<file path="src/hdl/int_literal_parser_unit_macros.svh">
// ----------------------------------------------------------------------------
// Assertion macros for the integer literal parser unit
// Concurrent checks that compile away when SYNTHESIS is defined.
// ----------------------------------------------------------------------------
`ifndef INT_LITERAL_PARSER_UNIT_MACROS_SVH
`define INT_LITERAL_PARSER_UNIT_MACROS_SVH

`ifndef SYNTHESIS

// Same-cycle implication, sampled on the rising clock edge
`define ILP_ASSERT_IMPL(label, clk, rst_n, ante, cons) \
    label: assert property (@(posedge clk) disable iff (!rst_n) (ante) |-> (cons)) \
        else $error("ilp check failed");

// Next-cycle implication, sampled on the rising clock edge
`define ILP_ASSERT_NEXT(label, clk, rst_n, ante, cons) \
    label: assert property (@(posedge clk) disable iff (!rst_n) (ante) |=> (cons)) \
        else $error("ilp check failed");

`else

`define ILP_ASSERT_IMPL(label, clk, rst_n, ante, cons)
`define ILP_ASSERT_NEXT(label, clk, rst_n, ante, cons)

`endif

`endif

</file>
<file path="src/hdl/ilp_pkg.sv">
// ----------------------------------------------------------------------------
// ilp_pkg
// Shared constants and types for the integer literal parser unit.
// ----------------------------------------------------------------------------
package ilp_pkg;

    // Character codes
    localparam logic [7:0] CHAR_ZERO       = 8'h30;
    localparam logic [7:0] CHAR_NINE       = 8'h39;
    localparam logic [7:0] CHAR_LC_A       = 8'h61;
    localparam logic [7:0] CHAR_LC_F       = 8'h66;
    localparam logic [7:0] CHAR_UC_A       = 8'h41;
    localparam logic [7:0] CHAR_UC_F       = 8'h46;
    localparam logic [7:0] CHAR_B          = 8'h62;
    localparam logic [7:0] CHAR_O          = 8'h6f;
    localparam logic [7:0] CHAR_X          = 8'h78;
    localparam logic [7:0] CHAR_UNDERSCORE = 8'h5f;
    localparam logic [7:0] CHAR_I          = 8'h69;
    localparam logic [7:0] CHAR_3          = 8'h33;
    localparam logic [7:0] CHAR_2          = 8'h32;

    // Radix codes
    localparam logic [1:0] RADIX_DEC = 2'd0;
    localparam logic [1:0] RADIX_BIN = 2'd1;
    localparam logic [1:0] RADIX_OCT = 2'd2;
    localparam logic [1:0] RADIX_HEX = 2'd3;

    // Suffix progress codes
    localparam logic [1:0] SUFFIX_NONE = 2'd0;
    localparam logic [1:0] SUFFIX_I    = 2'd1;
    localparam logic [1:0] SUFFIX_I3   = 2'd2;
    localparam logic [1:0] SUFFIX_FULL = 2'd3;

    // Character position counter saturates here
    localparam logic [1:0] CHAR_INDEX_SAT = 2'd2;

    // Widths
    localparam int CHAR_W   = 8;
    localparam int VALUE_W  = 31;
    localparam int SCALED_W = VALUE_W + 4;
    localparam int NEXT_W   = SCALED_W + 1;

    // Decoupling queue
    localparam int QUEUE_DEPTH = 2;
    localparam int QUEUE_PTR_W = $clog2(QUEUE_DEPTH);
    localparam int QUEUE_CNT_W = $clog2(QUEUE_DEPTH + 1);

    // Classified character, front to back
    typedef struct packed {
        logic       present;
        logic       last;
        logic       is_zero;
        logic       is_prefix;
        logic [1:0] prefix_radix;
        logic       is_underscore;
        logic       digit_ok;
        logic [3:0] digit;
        logic [2:0] suffix_hit;   // bit k: matches k-th character of "i32"
    } t_cls;

    // Queue status seen by the front
    typedef struct packed {
        logic full;
    } t_queue_status;

endpackage

</file>
<file path="src/hdl/ilp_front.sv">
// ----------------------------------------------------------------------------
// ilp_front
// Accepts characters and classifies them into digit, prefix, underscore and
// suffix classes before they enter the queue.
// ----------------------------------------------------------------------------
module ilp_front (
    input  logic                      i_valid,
    output logic                      o_stall,
    input  logic [ilp_pkg::CHAR_W-1:0] i_char_code,
    input  logic                      i_char_present,
    input  logic                      i_is_last,
    input  ilp_pkg::t_queue_status    i_queue_status,
    output logic                      o_push,
    output ilp_pkg::t_cls             o_cls
);

    logic is_dec;
    logic is_lc_hex;
    logic is_uc_hex;

    // Hold the input whenever the queue has no room
    assign o_stall = i_queue_status.full;
    assign o_push  = i_valid & ~i_queue_status.full;

    // Digit ranges
    assign is_dec    = (i_char_code >= ilp_pkg::CHAR_ZERO) && (i_char_code <= ilp_pkg::CHAR_NINE);
    assign is_lc_hex = (i_char_code >= ilp_pkg::CHAR_LC_A) && (i_char_code <= ilp_pkg::CHAR_LC_F);
    assign is_uc_hex = (i_char_code >= ilp_pkg::CHAR_UC_A) && (i_char_code <= ilp_pkg::CHAR_UC_F);

    // Classify the character
    always_comb begin
        o_cls               = '0;
        o_cls.present       = i_char_present;
        o_cls.last          = i_is_last;
        o_cls.is_zero       = (i_char_code == ilp_pkg::CHAR_ZERO);
        o_cls.is_underscore = (i_char_code == ilp_pkg::CHAR_UNDERSCORE);
        o_cls.digit_ok      = is_dec | is_lc_hex | is_uc_hex;
        o_cls.digit         = is_dec ? i_char_code[3:0] : (i_char_code[3:0] + 4'd9);
        o_cls.is_prefix     = (i_char_code == ilp_pkg::CHAR_B) ||
                              (i_char_code == ilp_pkg::CHAR_O) ||
                              (i_char_code == ilp_pkg::CHAR_X);
        if (i_char_code == ilp_pkg::CHAR_B) begin
            o_cls.prefix_radix = ilp_pkg::RADIX_BIN;
        end else if (i_char_code == ilp_pkg::CHAR_O) begin
            o_cls.prefix_radix = ilp_pkg::RADIX_OCT;
        end else begin
            o_cls.prefix_radix = ilp_pkg::RADIX_HEX;
        end
        o_cls.suffix_hit = {i_char_code == ilp_pkg::CHAR_2,
                            i_char_code == ilp_pkg::CHAR_3,
                            i_char_code == ilp_pkg::CHAR_I};
    end

endmodule

</file>
<file path="src/hdl/ilp_queue.sv">
// ----------------------------------------------------------------------------
// ilp_queue
// Short register queue between the classifying front and the parsing back.
// ----------------------------------------------------------------------------
`include "int_literal_parser_unit_macros.svh"

module ilp_queue (
    input  logic                   i_clk,
    input  logic                   i_rst_n,
    input  logic                   i_push,
    input  ilp_pkg::t_cls          i_item,
    output ilp_pkg::t_queue_status o_status,
    input  logic                   i_pop,
    output logic                   o_valid,
    output ilp_pkg::t_cls          o_item
);

    ilp_pkg::t_cls                      r_entry [ilp_pkg::QUEUE_DEPTH];
    logic [ilp_pkg::QUEUE_PTR_W-1:0]    r_wr_ptr;
    logic [ilp_pkg::QUEUE_PTR_W-1:0]    r_rd_ptr;
    logic [ilp_pkg::QUEUE_CNT_W-1:0]    r_count;
    logic [ilp_pkg::QUEUE_CNT_W-1:0]    n_count;

    // Status and head entry
    assign o_status.full = (r_count == ilp_pkg::QUEUE_CNT_W'(ilp_pkg::QUEUE_DEPTH));
    assign o_valid       = (r_count != '0);
    assign o_item        = r_entry[r_rd_ptr];

    // Fill level
    always_comb begin
        n_count = r_count;
        if (i_push && !i_pop) begin
            n_count = r_count + 1'b1;
        end else if (!i_push && i_pop) begin
            n_count = r_count - 1'b1;
        end
    end

    // Advance pointers
    always_ff @(posedge i_clk) begin
        if (!i_rst_n) begin
            r_wr_ptr <= '0;
            r_rd_ptr <= '0;
            r_count  <= '0;
        end else begin
            if (i_push) begin
                r_wr_ptr <= r_wr_ptr + 1'b1;
            end
            if (i_pop) begin
                r_rd_ptr <= r_rd_ptr + 1'b1;
            end
            r_count <= n_count;
        end
    end

    // Store entries
    always_ff @(posedge i_clk) begin
        if (i_push) begin
            r_entry[r_wr_ptr] <= i_item;
        end
    end

    `ILP_ASSERT_IMPL(a_push_has_room, i_clk, i_rst_n, i_push, r_count < ilp_pkg::QUEUE_CNT_W'(ilp_pkg::QUEUE_DEPTH))
    `ILP_ASSERT_IMPL(a_pop_has_entry, i_clk, i_rst_n, i_pop, r_count != '0)

endmodule

</file>
<file path="src/hdl/ilp_back.sv">
// ----------------------------------------------------------------------------
// ilp_back
// Applies one classified character per cycle to the parser state (a last character
// waits while an untaken result is held) and registers the result on the last character of a literal.
// ----------------------------------------------------------------------------
`include "int_literal_parser_unit_macros.svh"

module ilp_back (
    input  logic                        i_clk,
    input  logic                        i_rst_n,
    input  logic                        i_q_valid,
    input  ilp_pkg::t_cls               i_q_item,
    output logic                        o_pop,
    output logic                        o_valid,
    input  logic                        i_stall,
    output logic [ilp_pkg::VALUE_W-1:0] o_value,
    output logic                        o_accepted
);

    // Parser state
    logic [1:0]                  r_radix;
    logic [1:0]                  r_char_index;
    logic                        r_first_was_zero;
    logic [ilp_pkg::VALUE_W-1:0] r_accum;
    logic                        r_saw_digit;
    logic                        r_prev_was_digit;
    logic                        r_pending_underscore;
    logic                        r_in_suffix;
    logic [1:0]                  r_suffix_matched;
    logic                        r_rejected;

    logic [1:0]                  n_radix;
    logic [1:0]                  n_char_index;
    logic                        n_first_was_zero;
    logic [ilp_pkg::VALUE_W-1:0] n_accum;
    logic                        n_saw_digit;
    logic                        n_prev_was_digit;
    logic                        n_pending_underscore;
    logic                        n_in_suffix;
    logic [1:0]                  n_suffix_matched;
    logic                        n_rejected;

    // Output register
    logic                        r_out_valid;
    logic [ilp_pkg::VALUE_W-1:0] r_out_value;
    logic                        r_out_accepted;

    ilp_pkg::t_cls                c;
    logic                         digit_in_base;
    logic                         suffix_hit;
    logic [ilp_pkg::SCALED_W-1:0] scaled;
    logic [ilp_pkg::NEXT_W-1:0]   next_accum;
    logic                         overflow;
    logic                         ok;

    assign c = i_q_item;

    // Take an item unless it would overwrite a result still waiting
    assign o_pop = i_q_valid & (~c.last | ~r_out_valid | ~i_stall);

    // Digit against the current base
    always_comb begin
        unique case (r_radix)
            ilp_pkg::RADIX_DEC: digit_in_base = c.digit_ok && (c.digit <= 4'd9);
            ilp_pkg::RADIX_BIN: digit_in_base = c.digit_ok && (c.digit < 4'd2);
            ilp_pkg::RADIX_OCT: digit_in_base = c.digit_ok && (c.digit < 4'd8);
            default:            digit_in_base = c.digit_ok;
        endcase
    end

    // Next suffix character expected
    always_comb begin
        unique case (r_suffix_matched)
            ilp_pkg::SUFFIX_NONE: suffix_hit = c.suffix_hit[0];
            ilp_pkg::SUFFIX_I:    suffix_hit = c.suffix_hit[1];
            ilp_pkg::SUFFIX_I3:   suffix_hit = c.suffix_hit[2];
            default:              suffix_hit = 1'b0;
        endcase
    end

    // Scale the accumulator by the base with shifts, plus one add for decimal
    always_comb begin
        unique case (r_radix)
            ilp_pkg::RADIX_DEC: scaled = {1'b0, r_accum, 3'b000} + {3'b000, r_accum, 1'b0};
            ilp_pkg::RADIX_BIN: scaled = {3'b000, r_accum, 1'b0};
            ilp_pkg::RADIX_OCT: scaled = {1'b0, r_accum, 3'b000};
            default:            scaled = {r_accum, 4'b0000};
        endcase
        next_accum = {1'b0, scaled} + ilp_pkg::NEXT_W'(c.digit);
        overflow   = (next_accum[ilp_pkg::NEXT_W-1:ilp_pkg::VALUE_W] != '0);
    end

    // Update the parser state for one character
    always_comb begin
        n_radix              = r_radix;
        n_char_index         = r_char_index;
        n_first_was_zero     = r_first_was_zero;
        n_accum              = r_accum;
        n_saw_digit          = r_saw_digit;
        n_prev_was_digit     = r_prev_was_digit;
        n_pending_underscore = r_pending_underscore;
        n_in_suffix          = r_in_suffix;
        n_suffix_matched     = r_suffix_matched;
        n_rejected           = r_rejected;

        if (c.present) begin
            if (r_char_index != ilp_pkg::CHAR_INDEX_SAT) begin
                n_char_index = r_char_index + 2'd1;
            end
            if (!r_rejected) begin
                if (r_char_index == 2'd1 && r_first_was_zero && c.is_prefix) begin
                    // Radix prefix restarts the digits
                    n_radix          = c.prefix_radix;
                    n_accum          = '0;
                    n_saw_digit      = 1'b0;
                    n_prev_was_digit = 1'b0;
                end else begin
                    if (r_char_index == 2'd0) begin
                        n_first_was_zero = c.is_zero;
                    end
                    if (r_in_suffix) begin
                        if (suffix_hit) begin
                            n_suffix_matched = r_suffix_matched + 2'd1;
                        end else begin
                            n_rejected = 1'b1;
                        end
                    end else if (r_pending_underscore && !digit_in_base) begin
                        // Underscore not followed by a digit
                        n_pending_underscore = 1'b0;
                        n_rejected           = 1'b1;
                    end else begin
                        n_pending_underscore = 1'b0;
                        if (c.is_underscore) begin
                            if (!r_prev_was_digit) begin
                                n_rejected = 1'b1;
                            end else begin
                                n_pending_underscore = 1'b1;
                                n_prev_was_digit     = 1'b0;
                            end
                        end else if (!digit_in_base) begin
                            // Digits end; first suffix character
                            n_in_suffix = 1'b1;
                            if (!r_saw_digit || !r_prev_was_digit || !suffix_hit) begin
                                n_rejected = 1'b1;
                            end else begin
                                n_suffix_matched = r_suffix_matched + 2'd1;
                            end
                        end else if (overflow) begin
                            n_rejected = 1'b1;
                        end else begin
                            n_accum          = next_accum[ilp_pkg::VALUE_W-1:0];
                            n_saw_digit      = 1'b1;
                            n_prev_was_digit = 1'b1;
                        end
                    end
                end
            end
        end

        // Verdict on the updated state
        ok = !n_rejected && n_saw_digit && !n_pending_underscore &&
             (n_in_suffix ? (n_suffix_matched == ilp_pkg::SUFFIX_FULL) : n_prev_was_digit);
    end

    // Advance state; clear it after each literal
    always_ff @(posedge i_clk) begin
        if (!i_rst_n) begin
            r_radix              <= ilp_pkg::RADIX_DEC;
            r_char_index         <= '0;
            r_first_was_zero     <= 1'b0;
            r_accum              <= '0;
            r_saw_digit          <= 1'b0;
            r_prev_was_digit     <= 1'b0;
            r_pending_underscore <= 1'b0;
            r_in_suffix          <= 1'b0;
            r_suffix_matched     <= ilp_pkg::SUFFIX_NONE;
            r_rejected           <= 1'b0;
        end else if (o_pop) begin
            if (c.last) begin
                r_radix              <= ilp_pkg::RADIX_DEC;
                r_char_index         <= '0;
                r_first_was_zero     <= 1'b0;
                r_accum              <= '0;
                r_saw_digit          <= 1'b0;
                r_prev_was_digit     <= 1'b0;
                r_pending_underscore <= 1'b0;
                r_in_suffix          <= 1'b0;
                r_suffix_matched     <= ilp_pkg::SUFFIX_NONE;
                r_rejected           <= 1'b0;
            end else begin
                r_radix              <= n_radix;
                r_char_index         <= n_char_index;
                r_first_was_zero     <= n_first_was_zero;
                r_accum              <= n_accum;
                r_saw_digit          <= n_saw_digit;
                r_prev_was_digit     <= n_prev_was_digit;
                r_pending_underscore <= n_pending_underscore;
                r_in_suffix          <= n_in_suffix;
                r_suffix_matched     <= n_suffix_matched;
                r_rejected           <= n_rejected;
            end
        end
    end

    // Hold the result until taken
    always_ff @(posedge i_clk) begin
        if (!i_rst_n) begin
            r_out_valid <= 1'b0;
        end else if (o_pop && c.last) begin
            r_out_valid <= 1'b1;
        end else if (!i_stall) begin
            r_out_valid <= 1'b0;
        end
    end

    always_ff @(posedge i_clk) begin
        if (o_pop && c.last) begin
            r_out_value    <= ok ? n_accum : '0;
            r_out_accepted <= ok;
        end
    end

    assign o_valid    = r_out_valid;
    assign o_value    = r_out_value;
    assign o_accepted = r_out_accepted;

    `ILP_ASSERT_IMPL(a_reject_gives_zero, i_clk, i_rst_n, r_out_valid && !r_out_accepted, r_out_value == '0)
    `ILP_ASSERT_NEXT(a_state_cleared, i_clk, i_rst_n, o_pop && c.last, r_char_index == '0 && !r_rejected && r_accum == '0)
    `ILP_ASSERT_IMPL(a_underscore_after_digit, i_clk, i_rst_n, r_pending_underscore, r_saw_digit && !r_prev_was_digit)

endmodule

</file>
<file path="src/hdl/int_literal_parser_unit.sv">
// A result is registered at the output after its last character has passed through the queue.
// Throughput: one character per cycle while o_stall is low, set by the back end's
// combinational shift-add-compare update of the accumulator for each character.
// A waiting result holds back only the next last character; the queue then takes one more.
// Reset: synchronous, active low; clears the queue, parser state and output valid.
// ----------------------------------------------------------------------------
// int_literal_parser_unit
// Parses binary, octal, decimal and hex integer literals with underscores and
// an optional i32 suffix, one character per transaction.
// ----------------------------------------------------------------------------
module int_literal_parser_unit (
    input  logic                        i_clk,
    input  logic                        i_rst_n,
    input  logic                        i_valid,
    output logic                        o_stall,
    input  logic [ilp_pkg::CHAR_W-1:0]  i_char_code,
    input  logic                        i_char_present,
    input  logic                        i_is_last,
    output logic                        o_valid,
    input  logic                        i_stall,
    output logic [ilp_pkg::VALUE_W-1:0] o_value,
    output logic                        o_accepted
);

    ilp_pkg::t_queue_status queue_status;
    ilp_pkg::t_cls          front_cls;
    ilp_pkg::t_cls          queue_item;
    logic                   push;
    logic                   pop;
    logic                   queue_valid;

    // Classify incoming characters
    ilp_front u_front (
        .i_valid        (i_valid),
        .o_stall        (o_stall),
        .i_char_code    (i_char_code),
        .i_char_present (i_char_present),
        .i_is_last      (i_is_last),
        .i_queue_status (queue_status),
        .o_push         (push),
        .o_cls          (front_cls)
    );

    // Decouple front and back
    ilp_queue u_queue (
        .i_clk    (i_clk),
        .i_rst_n  (i_rst_n),
        .i_push   (push),
        .i_item   (front_cls),
        .o_status (queue_status),
        .i_pop    (pop),
        .o_valid  (queue_valid),
        .o_item   (queue_item)
    );

    // Parse and deliver results
    ilp_back u_back (
        .i_clk      (i_clk),
        .i_rst_n    (i_rst_n),
        .i_q_valid  (queue_valid),
        .i_q_item   (queue_item),
        .o_pop      (pop),
        .o_valid    (o_valid),
        .i_stall    (i_stall),
        .o_value    (o_value),
        .o_accepted (o_accepted)
    );

endmodule

</file>
<file path="config.mk">
export PLATFORM = sky130hd
export DESIGN_NAME = int_literal_parser_unit
export DESIGN_NICKNAME = d
export VERILOG_FILES = /design/src/hdl/ilp_pkg.sv /design/src/hdl/ilp_front.sv /design/src/hdl/ilp_queue.sv /design/src/hdl/ilp_back.sv /design/src/hdl/int_literal_parser_unit.sv
export VERILOG_INCLUDE_DIRS = /design/src /design/src/hdl
export SDC_FILE = /design/constraint.sdc
export NUM_CORES = 1
export LEC_CHECK = 0
export BUFFER_PORTS_ARGS = -buffer_cell sky130_fd_sc_hd__buf_2
export CORE_MARGIN = 1.5
export CORE_UTILIZATION = 55
export CTS_CLUSTER_SIZE = 8
export DETAILED_ROUTE_END_ITERATION = 10
export GPL_ROUTABILITY_DRIVEN = 0
export PLACE_DENSITY_LB_ADDON = 0.2
export SLEW_MARGIN = 20
export SYNTH_ARGS = -nofsm -noshare
export SYNTH_HDL_FRONTEND = slang
export SYNTH_SLANG_ARGS = --single-unit
</file>
<file path="constraint.sdc">
create_clock -name i_clk -period 9.32 [get_ports i_clk]
set_input_delay 1.864 -clock i_clk [delete_from_list [all_inputs] [get_ports i_clk]]
set_output_delay 1.864 -clock i_clk [all_outputs]
set_load 0.01 [all_outputs]
</file>
==> metrics.cfg, run 1 <==
[finish]
drive_above_1_share=0.115
final_common_cell=nand2_1
diodes=0
layout_common_cells=nand2_1, nor2_1, a21oi_1
fin_nets=1131
fin_util=0.604
syn2layout_area_growth_pct=7.26

[logic_synthesis]
synthCells=1058
netlist_area_mm2=0.00895
syn-mean-instance-area_um2=8.46
ys_warn_count=0
ys_seq_elements=111
ys_dominant_reg_cell=edfxtp_1
synth-async-reset-ratio=0
ys_seq_area_frac=0.318
synth_fp_nets=1122
ys_types=87
synth_edf_count=62

[cts]
h-tree-depth=3
cts_resized=0
clk_pin_slew_ns=0.08
cts_made_buffers=9
cts_tree=done
postCtsHoldBufs=0
cts_sinks=111
cts_root_buffer=clkbuf_16
cts_setup_buffers=0
clkLatencyLatePin_ns=0.35
cts_buffer_depth=2

[floorplan]
core_mm2=0.0159
die_width_um=131
dieArea_mm2=0.0170
ios=48
fp-row-count=46
die_h_um=131
initial_utilization=0.563

[hold_path]
holdPathStages=2
hp-class=register to register
min_from=u_back.r_char_index[0]$_SDFFE_PN0P_

[sta]
finalSetupViolations=0
fin_skew_ns=0.00942
fin_tns_setup_ns=0
fin_crit_sh=0.654
fin_hold_ws_ns=0.499
period_needed_ns=6.10
drv_slew=0
finalHoldViolations=0
slew_headroom=0.354
rsz0062_at_grt=false
max_slew.worst_pin.slew_ns=0.967
max_freq_mhz=164

[routing]
remaining_drc_errors=0
vias=8597
post_drt_wl_per_cell_um=19.2
first_iter_violations=1019
viasPerCell=6.67
ant_nets=0
first_pass_iters=6
wl_um=24800

[worst_setup_path]
cpPeakStageDelay_ns=0.82
worstPathRequired_ns=9.59
worstPathCellList=ha_2 -> buf_4 -> clkinv_1 -> o21ai_0 -> nor2_1 -> ha_1 -> a21o_1 -> a21oi_1 -> and4bb_2 -> nand4_1 -> or3_4 -> or4_1 -> a211oi_4 -> nand3_2 -> o22ai_1
worstPathMaxFanout=55
reg2reg_from=u_back.r_radix[1]$_SDFFE_PN0P_
start_kind=register
worst_ep_arrival_time_ns=6.36
reg2reg_depth=15
crit_path_top_delay_cell=a211oi_4
cp-end-kind=register
setup.worst_path.start=u_back.r_radix[1]$_SDFFE_PN0P_
crit_type=register to register

[grt]
antenna_found_initial=0
grt_usage=0.294
grt_max_degree=67
grt_pass1_wl_um=39400
grt_pass1_vias=7631
overflow=0

[placed_design]
dpl.hpwl_um=17800
port_buffers=47

[job]
drv_cap=0

[power]
p_per_area_mw_per_mm2=160
irDropWorstVdd_uv=140
total_power_uw=1530
p_leak_uw=0.00343

[status]
status=completed

-- worst max-delay path, delay by kind of cell (launching register included) --
family,cells,cell delay (ns)
adder cells (fa/ha/maj),2,0.48
flip-flops,1,0.38
buffers and inverters,2,1.13
AO/OA/AOI/OAI,5,1.67
AND/OR/NAND/NOR,6,2.30
-- flip-flops by register name (all words and copies together) (netlist names), 2 cells and up, named ones only --
register and flops:
u_back.r_accum 31, u_queue.r_entry 30, u_back.o_value 31, u_back.r_char_index 2, u_back.r_radix 2, u_back.r_suffix_matched 2
u_queue.r_count 2
-- path summary, 6_finish.rpt --
path | slack [ns] | endpoint
setup / recovery | 3.22 | u_back.r_accum[16]$_SDFFE_PN0P_
hold / removal | 0.50 | u_back.r_char_index[0]$_SDFFE_PN0P_
setup reg to reg | 3.22 | u_back.r_accum[16]$_SDFFE_PN0P_
hold reg to reg | 0.50 | u_back.r_char_index[0]$_SDFFE_PN0P_
-- metal layers --
layer	track usage	share of wire	vias to the layer above
met5	0	0	-
met4	0.113	0.032	0
met3	0.0436	0.080	58
met2	0.446	0.44	423
met1	0.423	0.45	4057
li1	-	-	4059
-- synth_stat cells (5+ instances only) --
cell | n | share of area
a2111oi_0 | 8 | 0.0078
a211oi_1 | 9 | 0.0075
a21boi_0 | 7 | 0.0059
a21o_1 | 13 | 0.011
a21oi_1 | 72 | 0.040
a221o_1 | 19 | 0.021
a221oi_1 | 11 | 0.011
a22oi_1 | 5 | 0.0042
a31oi_1 | 13 | 0.0091
a32oi_1 | 30 | 0.029
and2_1 | 14 | 0.0098
and3_1 | 6 | 0.0042
buf_1 | 8 | 0.0034
buf_2 | 10 | 0.0056
clkbuf_1 | 36 | 0.015
dfxtp_1 | 49 | 0.11
edfxtp_1 | 62 | 0.21
ha_1 | 48 | 0.067
inv_1 | 35 | 0.015
mux2_2 | 15 | 0.019
mux2i_1 | 13 | 0.015
nand2_1 | 107 | 0.045
nand2b_1 | 25 | 0.017
nand3_1 | 29 | 0.016
nand3b_1 | 5 | 0.0042
nand4_1 | 39 | 0.027
nor2_1 | 89 | 0.037
nor2b_1 | 12 | 0.0084
nor3_1 | 19 | 0.011
nor4_1 | 5 | 0.0035
o211ai_1 | 8 | 0.0067
o21a_1 | 11 | 0.0092
o21ai_0 | 36 | 0.020
o21ai_1 | 27 | 0.015
o22ai_1 | 20 | 0.014
or2_2 | 5 | 0.0035
or3_1 | 8 | 0.0056
xnor2_1 | 24 | 0.023
xor2_1 | 17 | 0.017
-- layout make-up --
type / count / area (um2)
fill: 1411 / 6290
multi-input combinational: 847 / 5700
sequential: 111 / 2840
timing repair buffer: 59 / 325
tap: 216 / 270
clock buffer: 9 / 225
inverter: 39 / 146
clock inverter: 7 / 87.6
-- per-stage QoR --
step | cell area, um2 | worst slack (ns) | instances
after global routing | 9600 | 2.86 | 1288
after CTS | 9600 | 3.35 | 1288
final | 9600 | 3.22 | 1288
after floorplan | 8950 | 4.20 | 1058
after detailed placement | 9290 | 3.39 | 1272
after global placement | 9290 | 3.57 | 1272
-- power breakdown --
| group | total, uW | internal, uW | switching (uW) |
|---|---|---|---|
| Clock | 401 | 215 | 186 |
| Sequential | 667 | 632 | 35.6 |
| Combinational | 467 | 145 | 321 |
-- kinds of logic (layout without fill, tap and decap cells) --
| family | count (synthesis) | in the layout | share of synthesized area |
|---|---|---|---|
| multiplexers | 29 | 29 | 0.0351 |
| XOR/XNOR | 41 | 41 | 0.0401 |
| AO/OA/AOI/OAI | 338 | 338 | 0.267 |
| AND/OR/NAND/NOR | 389 | 389 | 0.221 |
| buffers and inverters | 100 | 114 | 0.0475 |
| flip-flops | 111 | 111 | 0.318 |
| adder cells (fa/ha/maj) | 50 | 50 | 0.0716 |
Note: power is estimated with default switching activity, not from simulation.
==> run 2, diff against run 1 <==
==> constraint.sdc (replaced) <==
create_clock -name i_clk -period 6 [get_ports i_clk]
set_input_delay 1.2 -clock i_clk [delete_from_list [all_inputs] [get_ports i_clk]]
set_output_delay 1.2 -clock i_clk [all_outputs]
set_load 0.01 [all_outputs]
==> metrics.cfg, run 2 (synthesis results as in run 1) <==
[status]
status=completed

[routing]
first_pass_iters=5  ; -1
viasPerCell=6.63  ; -0.60%
vias=8625  ; +0.33%
remaining_drc_errors=0  ; unchanged
post_drt_wl_per_cell_um=19.6  ; +1.7%
wl_um=25500  ; +2.7%
first_iter_violations=873  ; -14%
wl_met1_um=11300  ; +2.1%
dr_wl_met2_um=11200  ; +2.9%
ant_nets=0  ; unchanged
met3_length_um=2040  ; +2.3%
routed.top_layer=met4

[grt]
overflow=0  ; unchanged
grt_pass1_vias=7811  ; +2.4%
antenna_found_initial=0  ; unchanged
grt_pass1_wl_um=40900  ; +3.6%
grt_max_degree=67  ; unchanged
grt_usage=0.306  ; +0.0123

[floorplan]
die_h_um=131  ; unchanged
initial_utilization=0.563  ; unchanged
core_mm2=0.0159  ; unchanged
die_width_um=131  ; unchanged
dieArea_mm2=0.0170  ; unchanged
fp-row-count=46  ; unchanged
ios=48  ; unchanged

[placed_design]
dpl.hpwl_um=18400  ; +3.6%
place_area_mm2=0.00938  ; +0.97%
port_buffers=47  ; unchanged

[worst_setup_path]
cpPeakStageDelay_ns=0.70  ; -0.12 ns
reg2reg_depth=14  ; -1
crit_family=compound AO/OA/AOI/OAI gates
worst_ep_arrival_time_ns=5.75  ; -0.61 ns
cp-end-kind=register
worstPathCellList=ha_1 -> fa_1 -> a21oi_1 -> o221ai_2 -> a22oi_1 -> mux2_4 -> nor3_4 -> o211ai_2 -> or4_4 -> or3_4 -> or4_1 -> a211o_1 -> a32oi_1 -> nor2_1
reg2reg_from=u_back.r_accum[0]$_SDFFE_PN0P_
crit_path_top_delay_cell=a211o_1
crit_type=register to register
worstPathMaxFanout=23  ; -58%
r2r-end=u_back.o_value[15]$_SDFFCE_PN0P_
crit_buf_inv=0  ; -2
worstPathRequired_ns=6.08  ; -3.51 ns
ff2ff_setup_slack_ns=0.33  ; -2.89 ns
start_kind=register

[finish]
final_common_cell=nand2_1
diodes=0  ; unchanged
fin_area_mm2=0.00967  ; +0.77%
nFillCells=1433  ; +1.6%
fin_nets=1143  ; +1.1%
layout_common_cells=nand2_1, nor2_1, a21oi_1
drive_above_1_share=0.125  ; +0.0107
syn2layout_area_growth_pct=8.08

[sta]
max_freq_mhz=176  ; +7.6%
slew_headroom=0.359  ; +0.00485
max_slew.worst_pin.slew_ns=0.960  ; -0.00726 ns
rsz0062_at_grt=false
fin_skew_ns=0.0103  ; +0.000833 ns
period_needed_ns=5.67  ; -0.431 ns
finalHoldViolations=0  ; unchanged
fin_tns_setup_ns=0  ; unchanged
finalSetupViolations=0  ; unchanged
fin_crit_sh=0.945  ; +0.290
drv_slew=0  ; unchanged

[cts]
cts_made_buffers=9  ; unchanged
cts_root_buffer=clkbuf_16
clkLatencyLatePin_ns=0.36  ; about the same
cts_setup_buffers=0  ; unchanged
postCtsHoldBufs=0  ; unchanged
cts_tree=done
cts_resized=0  ; unchanged
clk_pin_slew_ns=0.07  ; about the same
h-tree-depth=3  ; unchanged
cts_sinks=111  ; unchanged
cts_buffer_depth=2  ; unchanged

[power]
p_leak_uw=0.00347  ; +1.2%
p_per_area_mw_per_mm2=243  ; +52%
irDropWorstVdd_uv=228  ; +63%

[hold_path]
min_from=u_back.r_char_index[0]$_SDFFE_PN0P_
holdPathStages=2  ; unchanged
hold_path_end=u_back.r_char_index[0]$_SDFFE_PN0P_
hp-class=register to register

[job]
drv_cap=0  ; unchanged

-- run 2: how the worst max path moves through the flow --
stage	endpoint	slack [ns]	start	cells past startpoint
floorplan	u_back.o_value[13]$_SDFFCE_PN0P_	0.88	u_back.r_radix[0]$_SDFFE_PN0P_	18
global placement	u_back.o_value[6]$_SDFFCE_PN0P_	0.47	u_back.r_accum[0]$_SDFFE_PN0P_	14
detailed placement	u_back.o_value[15]$_SDFFCE_PN0P_	0.43	u_back.r_accum[0]$_SDFFE_PN0P_	14
CTS	u_back.o_value[15]$_SDFFCE_PN0P_	0.41	u_back.r_accum[0]$_SDFFE_PN0P_	14
global route	u_back.o_value[7]$_SDFFCE_PN0P_	0.01	u_back.r_accum[0]$_SDFFE_PN0P_	15
finish	u_back.o_value[15]$_SDFFCE_PN0P_	0.33	u_back.r_accum[0]$_SDFFE_PN0P_	14
-- run 2: area by class of cell --
| cell class | instances | area, um2 | area share |
|---|---|---|---|
| Clock buffer | 9 | 225 | 0.0233 |
| Clock inverter | 7 | 68.8 | 0.00712 |
| Inverter | 39 | 146 | 0.0151 |
| Timing Repair Buffer | 71 | 415 | 0.0429 |
| Multi-Input combinational cell | 847 | 5700 | 0.590 |
| Sequential cell | 111 | 2840 | 0.294 |
| Tap cell | 216 | 270 | 0.0279 |
-- run 2: metrics by stage --
| step | hold slack [ns] | setup WS (ns) | total power (uW) | std cells | util |
|---|---|---|---|---|---|
| floorplan | 0.458 | 0.883 | 1530 | 1058 | - |
| global placement | 0.471 | 0.472 | 1770 | 1284 | 0.590 |
| detailed placement | 0.477 | 0.429 | 1770 | 1284 | 0.590 |
| CTS | 0.488 | 0.412 | 2350 | 1300 | 0.609 |
| global route | 0.506 | 0.0137 | 2470 | 1300 | 0.609 |
| finish | 0.487 | 0.332 | 2350 | 1300 | 0.609 |
-- run 2: power breakdown --
| part | internal (uW) | total, uW | switching (uW) |
|---|---|---|---|
| Combinational | 232 | 727 | 495 |
| Clock | 290 | 584 | 293 |
| Sequential | 981 | 1040 | 59.7 |
-- run 2: metal layers --
| metal | up-vias | global-route usage |
|---|---|---|
| met5 | - | 0 |
| met4 | 0 | 0.116 |
| met3 | 69 | 0.0505 |
| met2 | 400 | 0.466 |
| met1 | 4062 | 0.436 |
| li1 | 4094 | - |
-- run 2: tightest hold or removal path: stages, from the launching register on --
cell and delay, ns:
dfxtp_1 0.32, nand2_1 0.05, a21boi_0 0.06
